$ cat config.mk
export PLATFORM = sky130hd
export DESIGN_NAME = multilevel_feedback_queue_scheduler_unit
export DESIGN_NICKNAME = d
export VERILOG_FILES = /design/src/rtl/core/mlfq_pkg.sv /design/src/rtl/core/multilevel_feedback_queue_scheduler_unit.sv /design/src/rtl/core/mlfq_ram.sv
export SDC_FILE = /design/constraint.sdc
export NUM_CORES = 2
export LEC_CHECK = 0
export BUFFER_PORTS_ARGS = -buffer_cell sky130_fd_sc_hd__buf_2
export CORE_MARGIN = 2
export CORE_UTILIZATION = 55
export CTS_BUF_LIST = sky130_fd_sc_hd__clkbuf_8
export CTS_CLUSTER_SIZE = 30
export DETAILED_ROUTE_END_ITERATION = 6
export PLACE_DENSITY = 0.76
export SYNTH_ARGS = -nofsm -noshare
export SYNTH_HDL_FRONTEND = slang
export SYNTH_SLANG_ARGS = --single-unit
$ cat constraint.sdc
create_clock -name i_clk -period 17.8 [get_ports i_clk]
set_clock_uncertainty 0.2 [all_clocks]
set_input_delay 0.89 -clock i_clk [delete_from_list [all_inputs] [get_ports i_clk]]
set_output_delay 0.89 -clock i_clk [all_outputs]
set_load 0.01 [all_outputs]
$ cat src/rtl/core/mlfq_pkg.sv
// Package of shared types and constants for the feedback queue scheduler.
`default_nettype none

package mlfq_pkg;

    // Fixed field widths of the ports.
    localparam int SLICE_W    = 16;
    localparam int ELAPSED_W  = 21;
    localparam int JOB_NUM_W  = 6;
    localparam int LEVEL_W    = 2;
    localparam int CFG_IDX_W  = 1;
    localparam int CFG_DATA_W = 16;

    // Configuration register indexes.
    localparam logic [CFG_IDX_W-1:0] CFG_SLICE_ONE = 1'd0;
    localparam logic [CFG_IDX_W-1:0] CFG_SLICE_TWO = 1'd1;

    // Reset values of the slices.
    localparam logic [SLICE_W-1:0] SLICE_ONE_RST = 16'd4;
    localparam logic [SLICE_W-1:0] SLICE_TWO_RST = 16'd8;

    // Queue level codes, as reported on the finish level output.
    localparam logic [LEVEL_W-1:0] LVL_ONE   = 2'd0;
    localparam logic [LEVEL_W-1:0] LVL_TWO   = 2'd1;
    localparam logic [LEVEL_W-1:0] LVL_THREE = 2'd2;

    // Sequencer states.
    typedef enum logic [1:0] {
        ST_IDLE,
        ST_READ,
        ST_EXEC
    } t_state;

endpackage

`default_nettype wire

$ cat src/rtl/core/multilevel_feedback_queue_scheduler_unit.sv
// Top level of the three-level feedback queue scheduler.
//
// Usage: each transfer on the input channel (i_in_valid / o_in_stall) loads one
// job burst time; jobs are numbered from 1 in arrival order and at most
// MAX_JOBS are held, later ones being dropped. A non-final item gives no
// result. The item with i_final_job set is loaded too and then the set is
// scheduled: level one and level two are round robin with their configured
// slices, a job that outlives its slice drops one level, and level three
// runs jobs to the end. Each completion is one transfer on the output
// channel (o_out_valid / i_out_stall) carrying the job number, finish time
// and level; o_last_result marks the final completion.
// Every visit of a job to a level is a level store read (ST_READ), then one
// pass through the shared compare/subtract unit and the time adder (ST_EXEC);
// a level change takes one more pass through ST_READ. A stalled receiver
// holds the result register and the walk waits on the next completion.
// Reset clears the job set, the pointers, the elapsed time and the output
// valid, and returns both slices to their default values (4 and 8). The set
// is cleared again after each schedule; the slices are kept.
`default_nettype none

module multilevel_feedback_queue_scheduler_unit #(
    parameter int MAX_JOBS   = 32,
    parameter int TIME_WIDTH = 16
) (
    input  wire logic                               i_clk,
    input  wire logic                               i_rst_n,
    // Input channel
    input  wire logic                               i_in_valid,
    output logic                                    o_in_stall,
    input  wire logic [TIME_WIDTH-1:0]              i_burst_time,
    input  wire logic                               i_final_job,
    // Result channel
    output logic                                    o_out_valid,
    input  wire logic                               i_out_stall,
    output logic [mlfq_pkg::JOB_NUM_W-1:0]          o_job_number,
    output logic [mlfq_pkg::ELAPSED_W-1:0]          o_finish_time,
    output logic [mlfq_pkg::LEVEL_W-1:0]            o_finish_level,
    output logic                                    o_last_result,
    // Configuration port
    input  wire logic                               i_cfg_we,
    input  wire logic [mlfq_pkg::CFG_IDX_W-1:0]     i_cfg_index,
    input  wire logic [mlfq_pkg::CFG_DATA_W-1:0]    i_cfg_data
);

    import mlfq_pkg::*;

    localparam int CW = $clog2(MAX_JOBS + 1);
    localparam int AW = (MAX_JOBS > 1) ? $clog2(MAX_JOBS) : 1;
    localparam int RW = (TIME_WIDTH > SLICE_W) ? TIME_WIDTH : SLICE_W;
    localparam int SW = (RW > ELAPSED_W) ? RW : ELAPSED_W;
    localparam int EW = CW + RW;
    localparam logic [CW-1:0] MAX_CNT = CW'(MAX_JOBS);

    // Control registers.
    t_state              r_state,   n_state;
    logic [LEVEL_W-1:0]  r_level,   n_level;
    logic [CW-1:0]       r_idx,     n_idx;
    logic [CW-1:0]       r_cnt1,    n_cnt1;
    logic [CW-1:0]       r_cnt2,    n_cnt2;
    logic [CW-1:0]       r_cnt3,    n_cnt3;
    logic [CW-1:0]       r_done,    n_done;
    logic [ELAPSED_W-1:0] r_elapsed, n_elapsed;
    logic [SLICE_W-1:0]  r_slice1;
    logic [SLICE_W-1:0]  r_slice2;

    // Result register.
    logic                r_out_valid, n_out_valid;
    logic                out_load;
    logic [JOB_NUM_W-1:0] r_job_number;
    logic [ELAPSED_W-1:0] r_finish_time;
    logic [LEVEL_W-1:0]  r_finish_level;
    logic                r_last_result;

    // Level store ports.
    logic          we1, we2, we3;
    logic [AW-1:0] waddr1, waddr2, waddr3;
    logic [EW-1:0] wdata1, wdata_next;
    logic          re1, re2, re3;
    logic [EW-1:0] rdata1, rdata2, rdata3;

    // Shared unit signals.
    logic [EW-1:0]  entry;
    logic [CW-1:0]  entry_id;
    logic [RW-1:0]  entry_remain;
    logic [SLICE_W-1:0] slice_sel;
    logic [RW:0]    diff;
    logic           outlives;
    logic [RW-1:0]  run_time;
    logic [SW-1:0]  time_sum;
    logic [CW+JOB_NUM_W-1:0] id_ext;
    logic [CW-1:0]  cur_cnt;
    logic           accept;

    mlfq_ram #(.WIDTH(EW), .DEPTH(MAX_JOBS)) u_level_one (
        .i_clk   (i_clk),
        .i_we    (we1),
        .i_waddr (waddr1),
        .i_wdata (wdata1),
        .i_re    (re1),
        .i_raddr (r_idx[AW-1:0]),
        .o_rdata (rdata1)
    );

    mlfq_ram #(.WIDTH(EW), .DEPTH(MAX_JOBS)) u_level_two (
        .i_clk   (i_clk),
        .i_we    (we2),
        .i_waddr (waddr2),
        .i_wdata (wdata_next),
        .i_re    (re2),
        .i_raddr (r_idx[AW-1:0]),
        .o_rdata (rdata2)
    );

    mlfq_ram #(.WIDTH(EW), .DEPTH(MAX_JOBS)) u_level_three (
        .i_clk   (i_clk),
        .i_we    (we3),
        .i_waddr (waddr3),
        .i_wdata (wdata_next),
        .i_re    (re3),
        .i_raddr (r_idx[AW-1:0]),
        .o_rdata (rdata3)
    );

    assign o_in_stall = (r_state != ST_IDLE);
    assign accept     = i_in_valid && (r_state == ST_IDLE);

    // Loading port of the level one store.
    assign waddr1 = r_cnt1[AW-1:0];
    assign wdata1 = {r_cnt1 + CW'(1), RW'(i_burst_time)};
    assign waddr2 = r_cnt2[AW-1:0];
    assign waddr3 = r_cnt3[AW-1:0];

    // Selection of the current level's entry, slice and fill count.
    always_comb begin
        entry     = rdata1;
        slice_sel = r_slice1;
        cur_cnt   = r_cnt1;
        unique case (r_level)
            LVL_ONE: begin
                entry     = rdata1;
                slice_sel = r_slice1;
                cur_cnt   = r_cnt1;
            end
            LVL_TWO: begin
                entry     = rdata2;
                slice_sel = r_slice2;
                cur_cnt   = r_cnt2;
            end
            LVL_THREE: begin
                entry   = rdata3;
                cur_cnt = r_cnt3;
            end
            default: begin
                entry   = rdata3;
                cur_cnt = r_cnt3;
            end
        endcase
    end

    // Shared compare/subtract unit and the elapsed time adder.
    assign entry_id     = entry[EW-1:RW];
    assign entry_remain = entry[RW-1:0];
    assign diff         = {1'b0, entry_remain} - (RW + 1)'(slice_sel);
    assign outlives     = (r_level != LVL_THREE) && !diff[RW] && (|diff[RW-1:0]);
    assign run_time     = outlives ? RW'(slice_sel) : entry_remain;
    assign time_sum     = SW'(r_elapsed) + SW'(run_time);
    assign wdata_next   = {entry_id, diff[RW-1:0]};
    assign id_ext       = {{JOB_NUM_W{1'b0}}, entry_id};

    // Sequencer: next state, store controls and result loading.
    always_comb begin
        n_state     = r_state;
        n_level     = r_level;
        n_idx       = r_idx;
        n_cnt1      = r_cnt1;
        n_cnt2      = r_cnt2;
        n_cnt3      = r_cnt3;
        n_done      = r_done;
        n_elapsed   = r_elapsed;
        we1         = 1'b0;
        we2         = 1'b0;
        we3         = 1'b0;
        re1         = 1'b0;
        re2         = 1'b0;
        re3         = 1'b0;
        out_load    = 1'b0;
        n_out_valid = r_out_valid && i_out_stall;

        unique case (r_state)
            ST_IDLE: begin
                if (accept) begin
                    if (r_cnt1 < MAX_CNT) begin
                        we1    = 1'b1;
                        n_cnt1 = r_cnt1 + CW'(1);
                    end
                    if (i_final_job) begin
                        n_state = ST_READ;
                        n_level = LVL_ONE;
                        n_idx   = '0;
                    end
                end
            end
            ST_READ: begin
                if (r_idx < cur_cnt) begin
                    re1     = (r_level == LVL_ONE);
                    re2     = (r_level == LVL_TWO);
                    re3     = (r_level == LVL_THREE);
                    n_state = ST_EXEC;
                end else if (r_level == LVL_THREE) begin
                    // Set complete: clear it for the next one.
                    n_cnt1    = '0;
                    n_cnt2    = '0;
                    n_cnt3    = '0;
                    n_done    = '0;
                    n_elapsed = '0;
                    n_state   = ST_IDLE;
                end else begin
                    n_level = r_level + LEVEL_W'(1);
                    n_idx   = '0;
                end
            end
            ST_EXEC: begin
                if (outlives) begin
                    // Run for the slice and drop one level.
                    n_elapsed = time_sum[ELAPSED_W-1:0];
                    if (r_level == LVL_ONE) begin
                        if (r_cnt2 < MAX_CNT) begin
                            we2    = 1'b1;
                            n_cnt2 = r_cnt2 + CW'(1);
                        end
                    end else begin
                        if (r_cnt3 < MAX_CNT) begin
                            we3    = 1'b1;
                            n_cnt3 = r_cnt3 + CW'(1);
                        end
                    end
                    n_idx   = r_idx + CW'(1);
                    n_state = ST_READ;
                end else if (!r_out_valid || !i_out_stall) begin
                    // Job completes; wait here while the result register is held.
                    n_elapsed   = time_sum[ELAPSED_W-1:0];
                    out_load    = 1'b1;
                    n_out_valid = 1'b1;
                    n_done      = r_done + CW'(1);
                    n_idx       = r_idx + CW'(1);
                    n_state     = ST_READ;
                end
            end
            default: begin
                n_state = ST_IDLE;
            end
        endcase
    end

    // Control state and configuration registers.
    always_ff @(posedge i_clk) begin
        if (!i_rst_n) begin
            r_state     <= ST_IDLE;
            r_level     <= LVL_ONE;
            r_idx       <= '0;
            r_cnt1      <= '0;
            r_cnt2      <= '0;
            r_cnt3      <= '0;
            r_done      <= '0;
            r_elapsed   <= '0;
            r_out_valid <= 1'b0;
            r_slice1    <= SLICE_ONE_RST;
            r_slice2    <= SLICE_TWO_RST;
        end else begin
            r_state     <= n_state;
            r_level     <= n_level;
            r_idx       <= n_idx;
            r_cnt1      <= n_cnt1;
            r_cnt2      <= n_cnt2;
            r_cnt3      <= n_cnt3;
            r_done      <= n_done;
            r_elapsed   <= n_elapsed;
            r_out_valid <= n_out_valid;
            if (i_cfg_we) begin
                unique case (i_cfg_index)
                    CFG_SLICE_ONE: r_slice1 <= i_cfg_data;
                    CFG_SLICE_TWO: r_slice2 <= i_cfg_data;
                    default: begin
                    end
                endcase
            end
        end
    end

    // Result payload register.
    always_ff @(posedge i_clk) begin
        if (out_load) begin
            r_job_number   <= id_ext[JOB_NUM_W-1:0];
            r_finish_time  <= time_sum[ELAPSED_W-1:0];
            r_finish_level <= r_level;
            r_last_result  <= ((r_done + CW'(1)) == r_cnt1);
        end
    end

    assign o_out_valid    = r_out_valid;
    assign o_job_number   = r_job_number;
    assign o_finish_time  = r_finish_time;
    assign o_finish_level = r_finish_level;
    assign o_last_result  = r_last_result;

endmodule

`default_nettype wire

$ cat src/rtl/core/mlfq_ram.sv
// Generic single write port, single read port RAM with registered read data.
`default_nettype none

module mlfq_ram #(
    parameter int WIDTH = 8,
    parameter int DEPTH = 32
) (
    input  wire logic                                    i_clk,
    input  wire logic                                    i_we,
    input  wire logic [(DEPTH > 1 ? $clog2(DEPTH) : 1)-1:0] i_waddr,
    input  wire logic [WIDTH-1:0]                        i_wdata,
    input  wire logic                                    i_re,
    input  wire logic [(DEPTH > 1 ? $clog2(DEPTH) : 1)-1:0] i_raddr,
    output logic      [WIDTH-1:0]                        o_rdata
);

    logic [WIDTH-1:0] r_mem [DEPTH];

    // Write port and registered read port.
    always_ff @(posedge i_clk) begin
        if (i_we) begin
            r_mem[i_waddr] <= i_wdata;
        end
        if (i_re) begin
            o_rdata <= r_mem[i_raddr];
        end
    end

endmodule

`default_nettype wire
After elaboration in Yosys (flattened, before gate mapping):

Memories as Yosys holds them, arrays and structs flattened. A register that Yosys moved wholly into a read port is not among the register bits.
Index checks and enable logic that the tools add are counted.

* bits in registers: 118
* memory bits (writable): 2112
* input port bits: 39
* output and inout port bits: 32
* logic and storage cells: 150
* memories: 3

Memories
* u_level_one.r_mem: words 32, width 22, read ports 1, clocked after memory_dff 1, wr ports 1, line mlfq_ram.sv:17 `logic [WIDTH-1:0] r_mem [DEPTH];`
* u_level_three.r_mem: words 32, width 22, read ports 1, clocked after memory_dff 1, wr ports 1, line mlfq_ram.sv:17
* u_level_two.r_mem: words 32, width 22, read ports 1, clocked after memory_dff 1, wr ports 1, line mlfq_ram.sv:17

* add/sub/neg operators: 8
* order comparisons: 4
* equality and inequality tests: 21
* muxes and demuxes: 73
* bitwise gates (word level): 1
* reductions and logical operators: 25

Operator list (count)
* 6-bit two-way mux: 18
* 21-bit two-way mux: 4
* 6-bit case mux with 2 select lines: 5
* 22-bit case mux with 2 select lines: 1
* 21-bit case mux with 2 select lines: 1
* 16-bit two-way mux: 2
* 6-bit by 1-bit adder with 6-bit output (second input constant): 5
* 1-bit two-way mux: 29
* 2-bit inequality test (second input constant): 13
* 21-bit by 16-bit adder with 21-bit output: 1
* 2-bit two-way mux: 10
* 6-bit less-than comparator (second input constant): 3
* 6-bit case mux with 3 select lines: 1
* 6-bit AND reduction: 3
* 16-bit by 16-bit subtractor with 17-bit output: 1
* 16-bit OR reduction: 1
* 5-bit AND reduction: 3
* 4-bit AND reduction: 2
* 6-bit == test: 1
* 6-bit less-than comparator: 1
* 3-bit inequality test (second input constant): 2
* 2-bit case mux with 3 select lines: 1
* 2-bit nonzero test: 3
* 2-bit by 1-bit == test with 1-bit output (second input constant): 2
* other kinds (11): 19

Depth between registers and ports, before layout:

* depth in word-level cells: 11
* gate-level depth with buffers: 34
* mapped depth without buffers: 30

Modules after synthesis:

Synthesis repeated with hierarchy kept, for this count alone.

* cells, all modules: 5596
* area, all modules: 92483.7 um2

By module, submodules not included
* mlfq_ram: instances 3, cells each 1550, area an instance 28205.8 um2, sequential area each 21800.9 um2
* multilevel_feedback_queue_scheduler_unit: instances 1, cells each 946, area an instance 7866.3 um2, sequential area each 2662.6 um2

Worst setup path after synthesis:

OpenSTA, ideal clock, no wires.

* path kind: register to register
* start: register r_level[1]
* end: register r_elapsed[15]
* library setup time: 117 ps
* arrival: 8129 ps
* required time: 17483 ps
* slack: 9354 ps
* cell stages (with the launch flop): 32
* buffers on the path: 4
* period minus slack after synthesis: 8446 ps
* cell sequence: dfxtp_1 > inv_1 > ha_1 > buf_6 > buf_2 > buf_1 > mux2i_1 > inv_1 > fa_1 > inv_1 > o211ai_2 > a211oi_1 > o22a_1 > nand4_1 > a211oi_1 > nand4_2 > nand2_1 > clkbuf_1 > nand2_1 > o21ai_0 > ha_1 > a21o_1 > a21o_1 > a2111oi_0 > o2111ai_1 > a21o_1 > a21o_1 > a41oi_1 > nand2b_1 > a21oi_1 > xnor2_1 > a22o_1

* elaborated cells on any way between the ends: 22
* classes of those cells: 2 x add/sub; 1 x order compare; 6 x eq/ne; 7 x mux; 6 x reduce/logical

RTL lines
* start, declared: line multilevel_feedback_queue_scheduler_unit.sv:56 `logic [LEVEL_W-1:0] r_level, n_level;`
* start signal, assigned: line multilevel_feedback_queue_scheduler_unit.sv:271 `r_level <= n_level;`
* 2-bit by 1-bit == test with 1-bit output or 2-bit logical NOT (tied branches): line multilevel_feedback_queue_scheduler_unit.sv:138 `unique case (r_level)`
* 22-bit case mux with 2 select lines or 16-bit two-way mux (tied branches): line multilevel_feedback_queue_scheduler_unit.sv:138
* 16-bit by 16-bit subtractor with 17-bit output (*): line multilevel_feedback_queue_scheduler_unit.sv:163 `assign diff = {1'b0, entry_remain} - (RW + 1)'(slice_sel);`
* named net diff[10]: line multilevel_feedback_queue_scheduler_unit.sv:86 `logic [RW:0] diff;`
* 16-bit OR reduction (*): line multilevel_feedback_queue_scheduler_unit.sv:164 `assign outlives = (r_level != LVL_THREE) && !diff[RW] && (|diff[RW-1:0]);`
* 1-bit logical AND (*): line multilevel_feedback_queue_scheduler_unit.sv:164
* 16-bit two-way mux (*): line multilevel_feedback_queue_scheduler_unit.sv:165 `assign run_time = outlives ? RW'(slice_sel) : entry_remain;`
* 21-bit by 16-bit adder with 21-bit output (*): line multilevel_feedback_queue_scheduler_unit.sv:166 `assign time_sum = SW'(r_elapsed) + SW'(run_time);`
* named net time_sum[15]: line multilevel_feedback_queue_scheduler_unit.sv:89 `logic [SW-1:0] time_sum;`
* 21-bit two-way mux: line multilevel_feedback_queue_scheduler_unit.sv:239 `end else if (!r_out_valid || !i_out_stall) begin`
* 21-bit two-way mux (*): line multilevel_feedback_queue_scheduler_unit.sv:223 `if (outlives) begin`
* 21-bit case mux with 2 select lines (*): line multilevel_feedback_queue_scheduler_unit.sv:189 `unique case (r_state)`
* end signal, assigned: line multilevel_feedback_queue_scheduler_unit.sv:277 `r_elapsed <= n_elapsed;`
* end, declared: line multilevel_feedback_queue_scheduler_unit.sv:62 `logic [ELAPSED_W-1:0] r_elapsed, n_elapsed;`

The timed path passes the listed nets; every way through them passes the cells marked *. The select of a mux whose other input is x is not followed.
A chain may end at the register's enable or synchronous reset.

Worst setup path after layout:

* start: register r_level[1]
* end: register r_elapsed[15]

* longest elaborated chain between the ends: 11
* elaborated cells on any way between the ends: 22
* classes of those cells: 2 x add/sub; 1 x order compare; 6 x eq/ne; 7 x mux; 6 x reduce/logical

Ends and longest elaborated chain (line)
* branches (longest 6 deep; another with 16-bit by 16-bit subtractor with 17-bit output)
* 16-bit two-way mux (*): multilevel_feedback_queue_scheduler_unit.sv:165
* 21-bit by 16-bit adder with 21-bit output (*): multilevel_feedback_queue_scheduler_unit.sv:166
* named net time_sum[15]: multilevel_feedback_queue_scheduler_unit.sv:89
* 21-bit two-way mux: multilevel_feedback_queue_scheduler_unit.sv:239
* 21-bit two-way mux (*): multilevel_feedback_queue_scheduler_unit.sv:223
* 21-bit case mux with 2 select lines (*): multilevel_feedback_queue_scheduler_unit.sv:189

Mark *: on every way through the listed nets, which the timed path passes. The select of a mux whose other input is x is not followed.

==> reports/metrics.cfg <==
[place]
io_buffers = 70
place.gp.congestion = 0.915
place_inst = 6308
hpwl_um = 119000
dp_slack_ns = 9.49

[synthesis]
synth_fp_nets = 4248
synthSimpleGateAreaFrac_pct = 2.34
muxShareOfSynthArea_pct = 17.6
ys_types = 82
synth_top_family_by_area = multiplexers
avgSynthCellArea_um2 = 21.7
ys_async_sr_fraction_pct = 0
synth-adder-area-share_pct = 0.805
ys_warn_count = 0
ys_seq_area_share_pct = 75.5
syn_area_um2 = 90200
synth_edf_count = 2208
syn_inst = 4153
synth_compound_area_share_pct = 2.29
yosys.area_share.xor_xnor_pct = 0.437
synth_seq_cells = 2296
ys.flop_type = edfxtp_1

[route]
ant_nets = 0
wl_met2_um = 102000
drtIter0Drc = 6173
vias = 45100
drt-total-wl_um = 214000
wl_met1_um = 83800
first_pass_iters = 6
avgViaCountPerCell = 6.46
met3WireLength_um = 23000
top_layer = met5
wire_per_inst_um = 30.7
drc = 0

[sta]
setup_ws_ns = 9.33
period_minus_slack_ns = 8.47
hold_viol_final = 0
tns_ns = 0
slew_viol_final = 0
relSlewSlack_pct = 13.3
setup_violations = 0
rsz0062_at_grt = false
fmax_mhz = 118
finalCritPeriodShare_pct = 47.6
worst_pin_slew_ns = 1.30

[global_routing]
antenna_found_initial = 22
grt_max_degree = 155
grt_pass1_wl_um = 308000
grt_pass1_vias = 44600
grt_remaining_overflow = 0
track_usage_pct = 25.7

[setup_path]
crit_family = compound AO/OA/AOI/OAI gates
reg2reg_depth = 29
crit_start = r_level[1]
path_buf_inv = 2
reg2reg_to = r_elapsed[15]
required_ns = 18.52
cp_max_fo = 32
r2r_start = r_level[1]
cp_common_cell = a21o_1
crit_path_start_kind = register
path_class = register to register
worst_setup_path_end_kind = register
cp_slowest_cell = ha_2
slowest_delay_ns = 0.81
reg2reg_slack_ns = 9.33
arrival_ns = 9.19

[clocking]
worstSkewPairLatency_ns = 1.08
htree_levels = 5
clockBufferDepth = 4
numCtsBuffers = 370
clock_sinks = 2296
cts_resized = 0
cts_tree = yes
path_clk_slew_ns = 0.06
root_buffer = clkbuf_8

[worst_hold_path]
min_path_cells = 1
whs_endpoint = u_level_one.r_mem[8][0]
hold_class = input pin to register
hp-start = i_burst_time[0]

[cells_and_area]
fin_cells = 6976
syn_to_final_growth_pct = 11.7
drive_gt1_share_pct = 31.5
fin_nets = 4631
final_common_cell = edfxtp_1
final_cell_mix = edfxtp_1 (2208), mux4_2 (660), clkbuf_8 (379), nand2_1 (158), inv_1 (147)

[outcome]
status = completed

[die]
start_util_pct = 55.4
fp.dieH_um = 409
num_io_pins = 71
die_area_um2 = 167000
rows = 148
coreArea_um2 = 163000
die_w_um = 409

[pwr]
p_leak_nw = 31.1
peakVddDrop_mv = 0.348
power_density_nw_per_um2 = 156

[run]
maxCapViolCount = 0

-- routing by layer --
metal  global-route usage, %  vias up
met5                       0        -
met3                    6.22      414
li1                        -    18300
met4                    7.95       14
met1                    37.1    23600
met2                    39.5     2761
-- Yosys cell counts (31+ instances only) --
library cell | count | area share [%]
edfxtp_1 | 2208 | 74
dfxtp_1 | 88 | 2.0
a21oi_1 | 81 | 0.45
ha_1 | 54 | 0.75
nand2_1 | 159 | 0.66
mux2_2 | 72 | 0.90
mux4_2 | 660 | 16
o21ai_0 | 45 | 0.25
inv_1 | 34 | 0.14
nor2_1 | 158 | 0.66
buf_1 | 66 | 0.27
xnor2_1 | 31 | 0.30
nand3_1 | 35 | 0.19
clkbuf_1 | 130 | 0.54
-- worst reg2reg max path: cells and delay by family (launching register included) --
kind / cells / cell delay, ns
flip-flops: 1 / 0.35
adder cells (fa/ha/maj): 3 / 1.40
XOR/XNOR: 1 / 0.10
AO/OA/AOI/OAI: 17 / 4.86
buffers and inverters: 2 / 0.39
AND/OR/NAND/NOR: 6 / 1.04
-- final cells by class --
type                    instances  area (um^2)
diodes                          3         7.51
clock buffers                 379         5220
clock inverters               255         1270
fillers                     10600        62000
inverters                      34          128
multi-input cells            1615        21700
flip-flops and latches       2296        68100
well taps                    2175         2720
repair buffers                219         1600
-- stage by stage --
stage | cell area [um^2] | util, % | hold slack (ns) | power [mW]
global route | 101000 | 61.9 | 0.0763 | 16.3
global placement | 94000 | 57.7 | 0.250 | 11.6
floorplan | 90200 | - | 0.233 | 10.2
detailed placement | 94000 | 57.7 | 0.250 | 11.8
CTS | 101000 | 61.9 | 0.00423 | 15.8
finish | 101000 | 61.9 | 0.107 | 15.7
-- worst max-delay path by stage --
stage | endpoint | depth (start not counted)
after CTS | r_elapsed[15] | 28
after floorplan | r_elapsed[15] | 31
after detailed placement | r_elapsed[15] | 28
after global routing | r_elapsed[15] | 29
after global placement | r_elapsed[16] | 29
final | r_elapsed[15] | 29
-- repair_timing --
action,in CTS,in global routing
hold endpoints to repair,288,0
buffers inserted,0,0
hold buffers,31,0
-- power breakdown --
group          switching (mW)  internal (mW)
Combinational            2.92          0.932
Sequential             0.0635           7.76
Clock                    1.98           2.09
-- sequential cells by signal, summed over array words and instances, names as in the netlist, 6 cells and up --
register	flops
u_level_one.r_mem	704
u_level_three.r_mem	704
u_level_two.r_mem	704
u_level_one.o_rdata	22
u_level_three.o_rdata	22
u_level_two.o_rdata	22
o_finish_time	21
r_elapsed	21
r_slice1	16
r_slice2	16
o_job_number	6
r_cnt1	6
r_cnt2	6
r_cnt3	6
r_done	6
r_idx	6
-- cell families (layout without fill, tap and decap cells) --
logic type      after synthesis  in the layout
other cells                   0              3
fa+ha+maj                    57             57
flops                      2296           2296
xor+xnor                     45             45
mux                         750            750
buf+inv                     242            887
simple gates                471            471
compound gates              292            292
(Power assumes the default switching activity.)
